--- src/hdl/rho_pkg.sv ---
// Shared types, constants and datapath functions for the RGB hue offset core.
// Used by rho_front, rho_queue, rho_back and rgb_hue_offset_core; depends on nothing.
package rho_pkg;

  // Channel, mix and quotient widths
  localparam int unsigned ChanW    = 8;
  localparam int unsigned NumChan  = 3;
  localparam int unsigned MixW     = 16;            // weight sum <= 255, so a mix <= 255*255
  localparam int unsigned NumW     = MixW + ChanW;  // mix times largest input channel
  localparam int unsigned DivSteps = ChanW;         // quotient never exceeds a channel byte
  localparam int unsigned OffW     = 10;            // signed working width for the offset

  // Hue wheel thirds
  localparam int unsigned HueThird     = 85;
  localparam int unsigned HueTwoThirds = 170;
  localparam logic signed [OffW-1:0] ThirdS     = OffW'(HueThird);
  localparam logic signed [OffW-1:0] TwoThirdsS = OffW'(HueTwoThirds);

  // Configuration register indexes
  typedef enum logic {
    RegHueOffset = 1'b0
  } reg_idx_e;

  // Index 0 is red, 1 green, 2 blue
  typedef logic [NumChan-1:0][ChanW-1:0] pixel_t;

  // Classified item handed from the front to the back
  typedef struct packed {
    pixel_t           pix;
    logic [ChanW-1:0] w_left;
    logic [ChanW-1:0] w_mid;
    logic [ChanW-1:0] w_right;
    logic             pass;
  } item_t;

  // One channel of the restoring divider: partial remainder and shifting quotient
  typedef struct packed {
    logic [MixW-1:0]  rem;
    logic [ChanW-1:0] quo;
  } div_t;

  // Clamp a signed value at zero; positive values stay below 86 here
  function automatic logic [ChanW-1:0] clamp_pos(input logic signed [OffW-1:0] v);
    return v[OffW-1] ? '0 : v[ChanW-1:0];
  endfunction

  // Scale a base weight of at most 85 up to at most 255
  function automatic logic [ChanW-1:0] times3(input logic [ChanW-1:0] b);
    logic [ChanW+1:0] s;
    s = {1'b0, b, 1'b0} + {2'b00, b};
    return s[ChanW-1:0];
  endfunction

  // Derive the three mixing weights and the pass-through flag for one pixel
  function automatic item_t classify(input pixel_t pix, input logic [ChanW-1:0] hue);
    logic signed [OffW-1:0] ov;
    logic [ChanW-1:0] bm;
    logic [ChanW-1:0] bl;
    logic [ChanW-1:0] br;
    item_t it;
    ov = {{(OffW-ChanW){hue[ChanW-1]}}, hue};
    if (ov < 0) begin
      bm = clamp_pos(ov + ThirdS);
    end else begin
      bm = clamp_pos(ThirdS - ov);
    end
    if (ov < -ThirdS) begin
      bl = clamp_pos(TwoThirdsS + ov);
    end else begin
      bl = clamp_pos(-ov);
    end
    if (ov > ThirdS) begin
      br = clamp_pos(TwoThirdsS - ov);
    end else begin
      br = clamp_pos(ov);
    end
    it.pix     = pix;
    it.w_left  = times3(bl);
    it.w_mid   = times3(bm);
    it.w_right = times3(br);
    it.pass    = (hue == '0);
    return it;
  endfunction

  function automatic logic [ChanW-1:0] max3_chan(input pixel_t p);
    logic [ChanW-1:0] m;
    m = (p[0] > p[1]) ? p[0] : p[1];
    return (m > p[2]) ? m : p[2];
  endfunction

  function automatic logic [MixW-1:0] max3_mix(input logic [NumChan-1:0][MixW-1:0] x);
    logic [MixW-1:0] m;
    m = (x[0] > x[1]) ? x[0] : x[1];
    return (m > x[2]) ? m : x[2];
  endfunction

  // One restoring division step: bring down the next numerator bit, compare, subtract
  function automatic div_t div_step(input div_t s, input logic [MixW-1:0] den);
    logic [MixW:0] t;
    logic [MixW:0] diff;
    div_t r;
    t    = {s.rem, s.quo[ChanW-1]};
    diff = t - {1'b0, den};
    if (t >= {1'b0, den}) begin
      r.rem = diff[MixW-1:0];
      r.quo = {s.quo[ChanW-2:0], 1'b1};
    end else begin
      r.rem = t[MixW-1:0];
      r.quo = {s.quo[ChanW-2:0], 1'b0};
    end
    return r;
  endfunction

endpackage

--- src/hdl/rho_front.sv ---
// Front stage: accepts pixels, derives weights and the pass-through flag.
// Depends on rho_pkg; feeds rho_queue.
module rho_front (
  input  logic                        clk_i,
  input  logic                        rst_ni,
  input  logic                        in_valid_i,
  output logic                        in_ready_o,
  input  rho_pkg::pixel_t             pix_i,
  input  logic [rho_pkg::ChanW-1:0]   hue_offset_i,
  output logic                        push_o,
  output rho_pkg::item_t              item_o,
  input  logic                        full_i
);

  logic           valid_q, valid_d;
  rho_pkg::item_t item_q;
  logic           accept;

  // Take a new pixel whenever the held one moves on or none is held
  assign push_o     = valid_q && !full_i;
  assign in_ready_o = !valid_q || !full_i;
  assign accept     = in_valid_i && in_ready_o;
  assign item_o     = item_q;

  always_comb begin
    valid_d = valid_q;
    if (accept) begin
      valid_d = 1'b1;
    end else if (push_o) begin
      valid_d = 1'b0;
    end
  end

  always_ff @(posedge clk_i or negedge rst_ni) begin
    if (!rst_ni) begin
      valid_q <= 1'b0;
    end else begin
      valid_q <= valid_d;
    end
  end

  // Classify at acceptance
  always_ff @(posedge clk_i) begin
    if (accept) begin
      item_q <= rho_pkg::classify(pix_i, hue_offset_i);
    end
  end

endmodule

--- src/hdl/rho_queue.sv ---
// Short FIFO of classified items between the front and the back.
// Depends on rho_pkg for the item type.
module rho_queue #(
  parameter int unsigned Depth = 2  // two or more entries
) (
  input  logic           clk_i,
  input  logic           rst_ni,
  input  logic           push_i,
  input  rho_pkg::item_t data_i,
  output logic           full_o,
  input  logic           pop_i,
  output logic           valid_o,
  output rho_pkg::item_t data_o
);

  localparam int unsigned PtrW = $clog2(Depth);
  localparam int unsigned CntW = $clog2(Depth + 1);

  rho_pkg::item_t  mem_q [Depth];
  logic [PtrW-1:0] wr_ptr_q, wr_ptr_d;
  logic [PtrW-1:0] rd_ptr_q, rd_ptr_d;
  logic [CntW-1:0] count_q, count_d;

  assign full_o  = (count_q == CntW'(Depth));
  assign valid_o = (count_q != '0);
  assign data_o  = mem_q[rd_ptr_q];

  // Advance pointers with wrap at the last entry
  always_comb begin
    wr_ptr_d = wr_ptr_q;
    rd_ptr_d = rd_ptr_q;
    if (push_i) begin
      wr_ptr_d = (wr_ptr_q == PtrW'(Depth - 1)) ? '0 : wr_ptr_q + 1'b1;
    end
    if (pop_i) begin
      rd_ptr_d = (rd_ptr_q == PtrW'(Depth - 1)) ? '0 : rd_ptr_q + 1'b1;
    end
  end

  // Track fill level
  always_comb begin
    case ({push_i, pop_i})
      2'b10:   count_d = count_q + 1'b1;
      2'b01:   count_d = count_q - 1'b1;
      default: count_d = count_q;
    endcase
  end

  always_ff @(posedge clk_i or negedge rst_ni) begin
    if (!rst_ni) begin
      wr_ptr_q <= '0;
      rd_ptr_q <= '0;
      count_q  <= '0;
    end else begin
      wr_ptr_q <= wr_ptr_d;
      rd_ptr_q <= rd_ptr_d;
      count_q  <= count_d;
    end
  end

  always_ff @(posedge clk_i) begin
    if (push_i) begin
      mem_q[wr_ptr_q] <= data_i;
    end
  end

`ifndef ASSERT_OFF
  a_no_overflow: assert property (@(posedge clk_i) disable iff (!rst_ni)
    push_i && !pop_i |=> count_q == $past(count_q) + 1'b1 && count_q <= CntW'(Depth))
    else $error("queue overflow");
  a_no_underflow: assert property (@(posedge clk_i) disable iff (!rst_ni)
    pop_i |-> count_q != '0)
    else $error("queue popped while empty");
`endif

endmodule

--- src/hdl/rho_back.sv ---
// Back pipeline: channel mix, peak rescale numerators and an 8-stage restoring divider.
// Depends on rho_pkg; takes items from rho_queue and drives the output register.
module rho_back (
  input  logic            clk_i,
  input  logic            rst_ni,
  input  logic            item_valid_i,
  input  rho_pkg::item_t  item_i,
  output logic            pop_o,
  output logic            out_valid_o,
  input  logic            out_ready_i,
  output rho_pkg::pixel_t pix_o
);

  localparam int unsigned NC = rho_pkg::NumChan;
  localparam int unsigned DS = rho_pkg::DivSteps;

  logic adv;

  // Product stage
  logic                                s1_vld_q;
  rho_pkg::pixel_t                     s1_pix_q;
  logic                                s1_pass_q;
  logic [NC-1:0][rho_pkg::MixW-1:0]    s1_pl_q, s1_pm_q, s1_pr_q;

  // Sum stage
  logic                                s2_vld_q;
  rho_pkg::pixel_t                     s2_pix_q;
  logic                                s2_pass_q;
  logic [NC-1:0][rho_pkg::MixW-1:0]    s2_mix_q;
  logic [rho_pkg::ChanW-1:0]           s2_peak_q;

  // Numerator stage and divider steps, index 0 is the divider's entry
  logic                                dv_vld_q  [DS+1];
  rho_pkg::pixel_t                     dv_pix_q  [DS+1];
  logic                                dv_pass_q [DS+1];
  logic [rho_pkg::MixW-1:0]            dv_den_q  [DS+1];
  rho_pkg::div_t [NC-1:0]              dv_st_q   [DS+1];
  rho_pkg::div_t [NC-1:0]              dv_next   [DS+1];

  logic [rho_pkg::MixW-1:0]            s3_den;
  logic [NC-1:0][rho_pkg::NumW-1:0]    s3_num;

  // Output register
  logic                                out_vld_q;
  rho_pkg::pixel_t                     out_pix_q;
  rho_pkg::pixel_t                     out_pix_d;

  // Whole pipeline moves together unless a finished pixel waits
  assign adv         = !out_vld_q || out_ready_i;
  assign pop_o       = adv && item_valid_i;
  assign out_valid_o = out_vld_q;
  assign pix_o       = out_pix_q;

  // Numerators and common denominator from the mixed channels
  always_comb begin
    s3_den = rho_pkg::max3_mix(s2_mix_q);
    for (int c = 0; c < NC; c++) begin
      s3_num[c] = rho_pkg::NumW'(s2_mix_q[c]) * rho_pkg::NumW'(s2_peak_q);
    end
  end

  // Divider steps, one quotient bit per stage
  always_comb begin
    dv_next[0] = dv_st_q[0];
    for (int k = 1; k <= DS; k++) begin
      for (int c = 0; c < NC; c++) begin
        dv_next[k][c] = rho_pkg::div_step(dv_st_q[k-1][c], dv_den_q[k-1]);
      end
    end
  end

  // Pick pass-through pixel or the rescaled quotients
  always_comb begin
    for (int c = 0; c < NC; c++) begin
      out_pix_d[c] = dv_pass_q[DS] ? dv_pix_q[DS][c] : dv_st_q[DS][c].quo;
    end
  end

  // Valid bits
  always_ff @(posedge clk_i or negedge rst_ni) begin
    if (!rst_ni) begin
      s1_vld_q  <= 1'b0;
      s2_vld_q  <= 1'b0;
      out_vld_q <= 1'b0;
      for (int k = 0; k <= DS; k++) begin
        dv_vld_q[k] <= 1'b0;
      end
    end else if (adv) begin
      s1_vld_q    <= pop_o;
      s2_vld_q    <= s1_vld_q;
      dv_vld_q[0] <= s2_vld_q;
      for (int k = 1; k <= DS; k++) begin
        dv_vld_q[k] <= dv_vld_q[k-1];
      end
      out_vld_q <= dv_vld_q[DS];
    end
  end

  // Payload, advanced with the valid bits
  always_ff @(posedge clk_i) begin
    if (adv) begin
      // Weighted products, cyclic neighbors of each channel
      s1_pix_q  <= item_i.pix;
      s1_pass_q <= item_i.pass;
      for (int c = 0; c < NC; c++) begin
        s1_pl_q[c] <= item_i.w_left  * item_i.pix[(c + 2) % NC];
        s1_pm_q[c] <= item_i.w_mid   * item_i.pix[c];
        s1_pr_q[c] <= item_i.w_right * item_i.pix[(c + 1) % NC];
      end
      // Mixed channels and largest input channel
      s2_pix_q  <= s1_pix_q;
      s2_pass_q <= s1_pass_q;
      s2_peak_q <= rho_pkg::max3_chan(s1_pix_q);
      for (int c = 0; c < NC; c++) begin
        s2_mix_q[c] <= s1_pl_q[c] + s1_pm_q[c] + s1_pr_q[c];
      end
      // Load the divider; a black mix passes the pixel through
      dv_pix_q[0]  <= s2_pix_q;
      dv_pass_q[0] <= s2_pass_q || (s3_den == '0);
      dv_den_q[0]  <= s3_den;
      for (int c = 0; c < NC; c++) begin
        dv_st_q[0][c].rem <= s3_num[c][rho_pkg::NumW-1:rho_pkg::ChanW];
        dv_st_q[0][c].quo <= s3_num[c][rho_pkg::ChanW-1:0];
      end
      for (int k = 1; k <= DS; k++) begin
        dv_pix_q[k]  <= dv_pix_q[k-1];
        dv_pass_q[k] <= dv_pass_q[k-1];
        dv_den_q[k]  <= dv_den_q[k-1];
        dv_st_q[k]   <= dv_next[k];
      end
      out_pix_q <= out_pix_d;
    end
  end

`ifndef ASSERT_OFF
  a_div_rem_bound: assert property (@(posedge clk_i) disable iff (!rst_ni)
    dv_vld_q[DS] && !dv_pass_q[DS] |->
      dv_st_q[DS][0].rem < dv_den_q[DS] &&
      dv_st_q[DS][1].rem < dv_den_q[DS] &&
      dv_st_q[DS][2].rem < dv_den_q[DS])
    else $error("divider remainder not below denominator");
  a_stall_freezes: assert property (@(posedge clk_i) disable iff (!rst_ni)
    !adv |=> $stable(dv_vld_q[DS]) && $stable(s1_vld_q))
    else $error("pipeline moved while stalled");
`endif

endmodule

--- src/hdl/rgb_hue_offset_core.sv ---
// RGB hue offset core: top level with configuration register, front, queue and back.
// Depends on rho_pkg, rho_front, rho_queue and rho_back.
//
// Shifts the hue of one 8-bit RGB pixel per clock, while the queue and output do not stall,
// by the signed hue_offset register (byte address 0, low 8 bits). Each result passes
// through the weight register in the front, the queue, the product, sum and numerator
// stages, the one-bit-per-stage divider that rescales to the brightest input channel,
// and the output register. A zero offset or a black pixel comes out unchanged. Write the
// register only while no pixel is in flight.
module rgb_hue_offset_core #(
  parameter int unsigned QueueDepth = 2
) (
  input  logic                      clk_i,
  input  logic                      rst_ni,
  // Configuration
  input  logic                      psel,
  input  logic                      penable,
  input  logic                      pwrite,
  input  logic [2:0]                paddr,
  input  logic [31:0]               pwdata,
  output logic [31:0]               prdata,
  output logic                      pready,
  // Pixel in
  input  logic                      in_valid_i,
  output logic                      in_ready_o,
  input  logic [rho_pkg::ChanW-1:0] red_in_i,
  input  logic [rho_pkg::ChanW-1:0] green_in_i,
  input  logic [rho_pkg::ChanW-1:0] blue_in_i,
  // Pixel out
  output logic                      out_valid_o,
  input  logic                      out_ready_i,
  output logic [rho_pkg::ChanW-1:0] red_out_o,
  output logic [rho_pkg::ChanW-1:0] green_out_o,
  output logic [rho_pkg::ChanW-1:0] blue_out_o
);

  logic [rho_pkg::ChanW-1:0] hue_offset_q;
  logic                      cfg_wr;
  logic                      reg_hit;

  rho_pkg::pixel_t in_pix;
  rho_pkg::pixel_t out_pix;
  rho_pkg::item_t  fe_item;
  rho_pkg::item_t  q_item;
  logic            fe_push;
  logic            q_full;
  logic            q_valid;
  logic            q_pop;

  // Register decode on the word index
  assign reg_hit = (paddr[2] == rho_pkg::RegHueOffset);
  assign cfg_wr  = psel && penable && pwrite && pready && reg_hit;
  assign pready  = 1'b1;
  assign prdata  = reg_hit ? {{(32 - rho_pkg::ChanW){1'b0}}, hue_offset_q} : '0;

  always_ff @(posedge clk_i or negedge rst_ni) begin
    if (!rst_ni) begin
      hue_offset_q <= '0;
    end else if (cfg_wr) begin
      hue_offset_q <= pwdata[rho_pkg::ChanW-1:0];
    end
  end

  assign in_pix[0] = red_in_i;
  assign in_pix[1] = green_in_i;
  assign in_pix[2] = blue_in_i;

  rho_front u_front (
    .clk_i        (clk_i),
    .rst_ni       (rst_ni),
    .in_valid_i   (in_valid_i),
    .in_ready_o   (in_ready_o),
    .pix_i        (in_pix),
    .hue_offset_i (hue_offset_q),
    .push_o       (fe_push),
    .item_o       (fe_item),
    .full_i       (q_full)
  );

  rho_queue #(
    .Depth (QueueDepth)
  ) u_queue (
    .clk_i   (clk_i),
    .rst_ni  (rst_ni),
    .push_i  (fe_push),
    .data_i  (fe_item),
    .full_o  (q_full),
    .pop_i   (q_pop),
    .valid_o (q_valid),
    .data_o  (q_item)
  );

  rho_back u_back (
    .clk_i        (clk_i),
    .rst_ni       (rst_ni),
    .item_valid_i (q_valid),
    .item_i       (q_item),
    .pop_o        (q_pop),
    .out_valid_o  (out_valid_o),
    .out_ready_i  (out_ready_i),
    .pix_o        (out_pix)
  );

  assign red_out_o   = out_pix[0];
  assign green_out_o = out_pix[1];
  assign blue_out_o  = out_pix[2];

endmodule

--- config.mk ---
export PLATFORM = sky130hd
export DESIGN_NAME = rgb_hue_offset_core
export DESIGN_NICKNAME = d
export VERILOG_FILES = /design/src/hdl/rho_pkg.sv /design/src/hdl/rho_front.sv /design/src/hdl/rho_queue.sv /design/src/hdl/rho_back.sv /design/src/hdl/rgb_hue_offset_core.sv
export SDC_FILE = /design/constraint.sdc
export NUM_CORES = 2
export LEC_CHECK = 0
export BUFFER_PORTS_ARGS = -buffer_cell sky130_fd_sc_hd__buf_2
export CAP_MARGIN = 10
export CORE_UTILIZATION = 55
export DETAILED_ROUTE_END_ITERATION = 8
export GPL_TIMING_DRIVEN = 0
export PLACE_DENSITY = 0.71
export SLEW_MARGIN = 15
export SYNTH_ARGS = -nofsm -noshare
export SYNTH_HDL_FRONTEND = slang
export SYNTH_SLANG_ARGS = --single-unit
export TNS_END_PERCENT = 50
--- constraint.sdc ---
create_clock -name clk_i -period 44.3 [get_ports clk_i]
set_input_delay 6.645 -clock clk_i [delete_from_list [all_inputs] [get_ports clk_i]]
set_output_delay 6.645 -clock clk_i [all_outputs]
set_load 0.05 [all_outputs]
==> results.toml <==
[finish]
area_of_all_sequential_standard_cells_um2 = 41900
most_common_cell_after_layout_fill_and_taps_aside = "edfxtp_1"
final_layout_size_suffix_gt1_share_pct = 8.27
area_of_the_multi_input_gates_um2 = 51300
n_fill_cell = 14150
mostFrequentLayoutCells = "edfxtp_1, inv_1, ha_1"
areaGrowthSynthToFinish_pct = 9.38
fin_nets = 10551

[timing]
fmaxAchievable_mhz = 72.2
grt_setup_unrepaired = "no"
final.min_clock_period_ns = 13.85
worst_clock_skew_ns = 0.0567
worst_slew_pin_tran_ns = 1.16
fin_worst_hold_slack_ns = 0.397
min_period_over_period_pct = 31.3
timing_max_transition_violations_final = 0
finalHoldViolations = 0
setup_violations = 0
relSlewSlack_pct = 20.1

[routing]
routed_via_density = 5.77
avgRoutedWirePerCell_um = 23.3
total_wire_length_mm = 264
initialDrtViolationCount = 5130
detailroute.via_count = 65494
detail_route.drc_violations = 0
ant_nets = 0
detail_route.first_pass.iterations = 8

[critical_path]
cp_top_family = "buffers and inverters"
arr_time_crit_path_ns = 7.21
worst_ep_required_time_ns = 37.65
worst_setup_path_start_kind = "input port"
worstPathBufferInverterCount = 2
timing.critical_path.cells = "buf_2, nor2b_1, buf_2"
critical_path.max_fanout = 9
slowest_delay_ns = 0.28
crit_slowest_cell = "buf_2"
reg_to_reg_slack_setup_ns = 35.93
setup.worst_path.class = "in -> out"
worst_path_most_repeated_cell = "buf_2"
critical_path.endpoint_type = "primary output"

[synthesis]
synthesized_netlist_cell_count = 8602
asyncSetResetFlopFracSynth_pct = 1.79
netlist_area_um2 = 98100
synth_enable_flop_cells = 1374
synth_seq_cells = 1399
synth-seq-area-share_pct = 42.7
postSynthAreaPerCell_um2 = 11.4
yosys.cell_types.count = 92
synthesis.yosys.warnings = 0
ys_dominant_reg_cell = "edfxtp_1"

[die]
initial_utilization_pct = 55.5
die_footprint_um2 = 180000
core_um2 = 177000
number_of_primary_i_o_pins = 125
die-height_um = 424
row_count = 154
die_w_um = 424

[global_routing]
grt_start_max_net_pins = 163
grt_first_pass_wirelength_mm = 396
antenna_violations_before_repair = 11
globalRoute.totalOverflow = 0
number_of_global_route_vias_before_repair = 66049
global_route.usage.total_pct = 29.5

[cts]
cts_repair_resize_count = 0
clkSlewWorstSetupHoldPaths_ns = 0.06
total_clock_sinks = 1399
ctsHoldBuffers = 0
postCtsSetupBuffers = 0
worstSkewPairLatency_ns = 0.82
clockRootBuffer = "clkbuf_16"
clk_path_buf_depth = 3
cts_buffers = 151
cts-htree-levels = 4
clock_tree_from_tritoncts = "done"

[placement]
detailed_place_hpwl_mm = 209
place_congestion = 0.985
count_of_input_and_output_buffers = 73

[flow_run]
max-cap-violations = 0

[outcome]
run_status = "completed"

[worst_hold_path]
holdCritPathClass = "reg -> reg"
-- final timing paths --
check,startpoint,endpoint,cells after the start
hold reg to reg,u_back.dv_st_q[0][73],u_back.dv_st_q[0][146],0
setup / recovery,paddr[2],prdata[6],3
setup reg to reg,u_queue.rd_ptr_q,u_back.s1_pm_q[27],20
min in group asynchronous,rst_ni,u_back.s2_vld_q,1
hold / removal,u_back.dv_st_q[0][73],u_back.dv_st_q[0][146],0
max in group asynchronous,rst_ni,u_back.dv_vld_q[0],1
-- routing by layer --
metal / up-vias / global-route usage, % / wire length [um]
met5: - / 0 / 12
met4: 2 / 18.4 / 18500
met3: 656 / 4.70 / 15900
met2: 2247 / 49.1 / 126000
met1: 32347 / 36.2 / 104000
li1: 30242 / - / -
-- synth_stat cells, drive strengths merged (31+ instances only) --
| cell | instances | share of area, % |
|---|---|---|
| o21bai | 36 | 0.28 |
| and3 | 31 | 0.20 |
| edfxtp | 1374 | 42 |
| xnor2 | 325 | 2.9 |
| a21o | 99 | 0.76 |
| o21a | 72 | 0.55 |
| buf | 62 | 0.45 |
| or3 | 50 | 0.32 |
| mux2i | 77 | 0.79 |
| a21oi | 263 | 1.3 |
| nor2b | 104 | 0.67 |
| o21ai | 335 | 1.7 |
| nor3 | 143 | 0.73 |
| a31oi | 41 | 0.41 |
| a21boi | 46 | 0.35 |
| ha | 954 | 12 |
| clkbuf | 161 | 0.62 |
| nand2b | 101 | 0.64 |
| inv | 1064 | 4.1 |
| o31ai | 42 | 0.32 |
| nor2 | 691 | 2.7 |
| fa | 648 | 13 |
| and2 | 191 | 1.2 |
| or2 | 33 | 0.21 |
| nand3 | 65 | 0.33 |
| mux2 | 255 | 3.0 |
| xor2 | 138 | 1.2 |
| nand2 | 783 | 3.0 |
| nand4 | 98 | 0.63 |
| o41ai | 31 | 0.28 |
-- sequential cells by signal (all words and copies together) (netlist names), 2 cells and up --
signal / count
u_back.dv_st_q: 600
u_back.dv_pix_q: 216
u_back.dv_den_q: 128
u_queue.mem_q: 98
u_front.item_o: 49
u_back.s1_pl_q: 48
u_back.s1_pm_q: 48
u_back.s1_pr_q: 48
u_back.s2_mix_q: 48
u_back.pix_o: 24
u_back.s1_pix_q: 24
u_back.s2_pix_q: 24
u_back.dv_pass_q: 9
u_back.dv_vld_q: 9
hue_offset_q: 8
u_back.s2_peak_q: 8
u_queue.count_q: 2
-- cell type report --
class	count	share of cell area, %
timing repair buffer	105	0.839
buffer	223	0.995
inverter	1084	3.79
clock inverter	101	1.13
antenna	6	0.0140
multi-input combinational	5919	47.8
sequential	1399	39.1
clock buffer	174	3.62
tap	2340	2.73
-- kinds of logic after synthesis --
kind of cell | count (synthesis) | synth area share (%)
simple gates | 2346 | 11.0
fa+ha+maj | 1602 | 25.4
flops | 1399 | 42.7
buf+inv | 1307 | 5.21
compound gates | 1151 | 7.72
xor+xnor | 463 | 4.14
mux | 332 | 3.76
other cells | 2 | 0.00766
-- per-stage QoR --
step           util, %  cells  worst slack [ns]  area (um^2)  setup TNS, ns
2_1_floorplan        -   8625              4.43        98100              0
3_3_place_gp      57.4  11038             -6.08       101000       -4935.55
3_5_place_dp      57.8  11070             30.46       102000              0
4_1_cts           60.7  11345             30.46       107000              0
5_1_grt           60.7  11348             30.45       107000              0
6_report          60.7  11351             30.45       107000              0
-- worst register-to-register path, stage by stage, from the launching register on --
cell and delay (ns):
dfrtp_1 0.32, buf_2 0.36, buf_2 0.47, buf_1 0.67, mux2i_1 1.01, clkbuf_1 0.66, nor2_1 0.16, fa_1 0.49
fa_1 0.56, inv_1 0.05, fa_1 0.51, fa_1 0.57, inv_1 0.05, ha_1 0.35, o21ai_0 0.14, a21boi_0 0.19
o21ai_0 0.59, a21boi_0 0.31, o21ai_0 0.28, nand2b_1 0.10, xor2_1 0.31
Power is not shown: default switching activity piles up to over one toggle a cycle in this logic, so the estimate is an artifact.
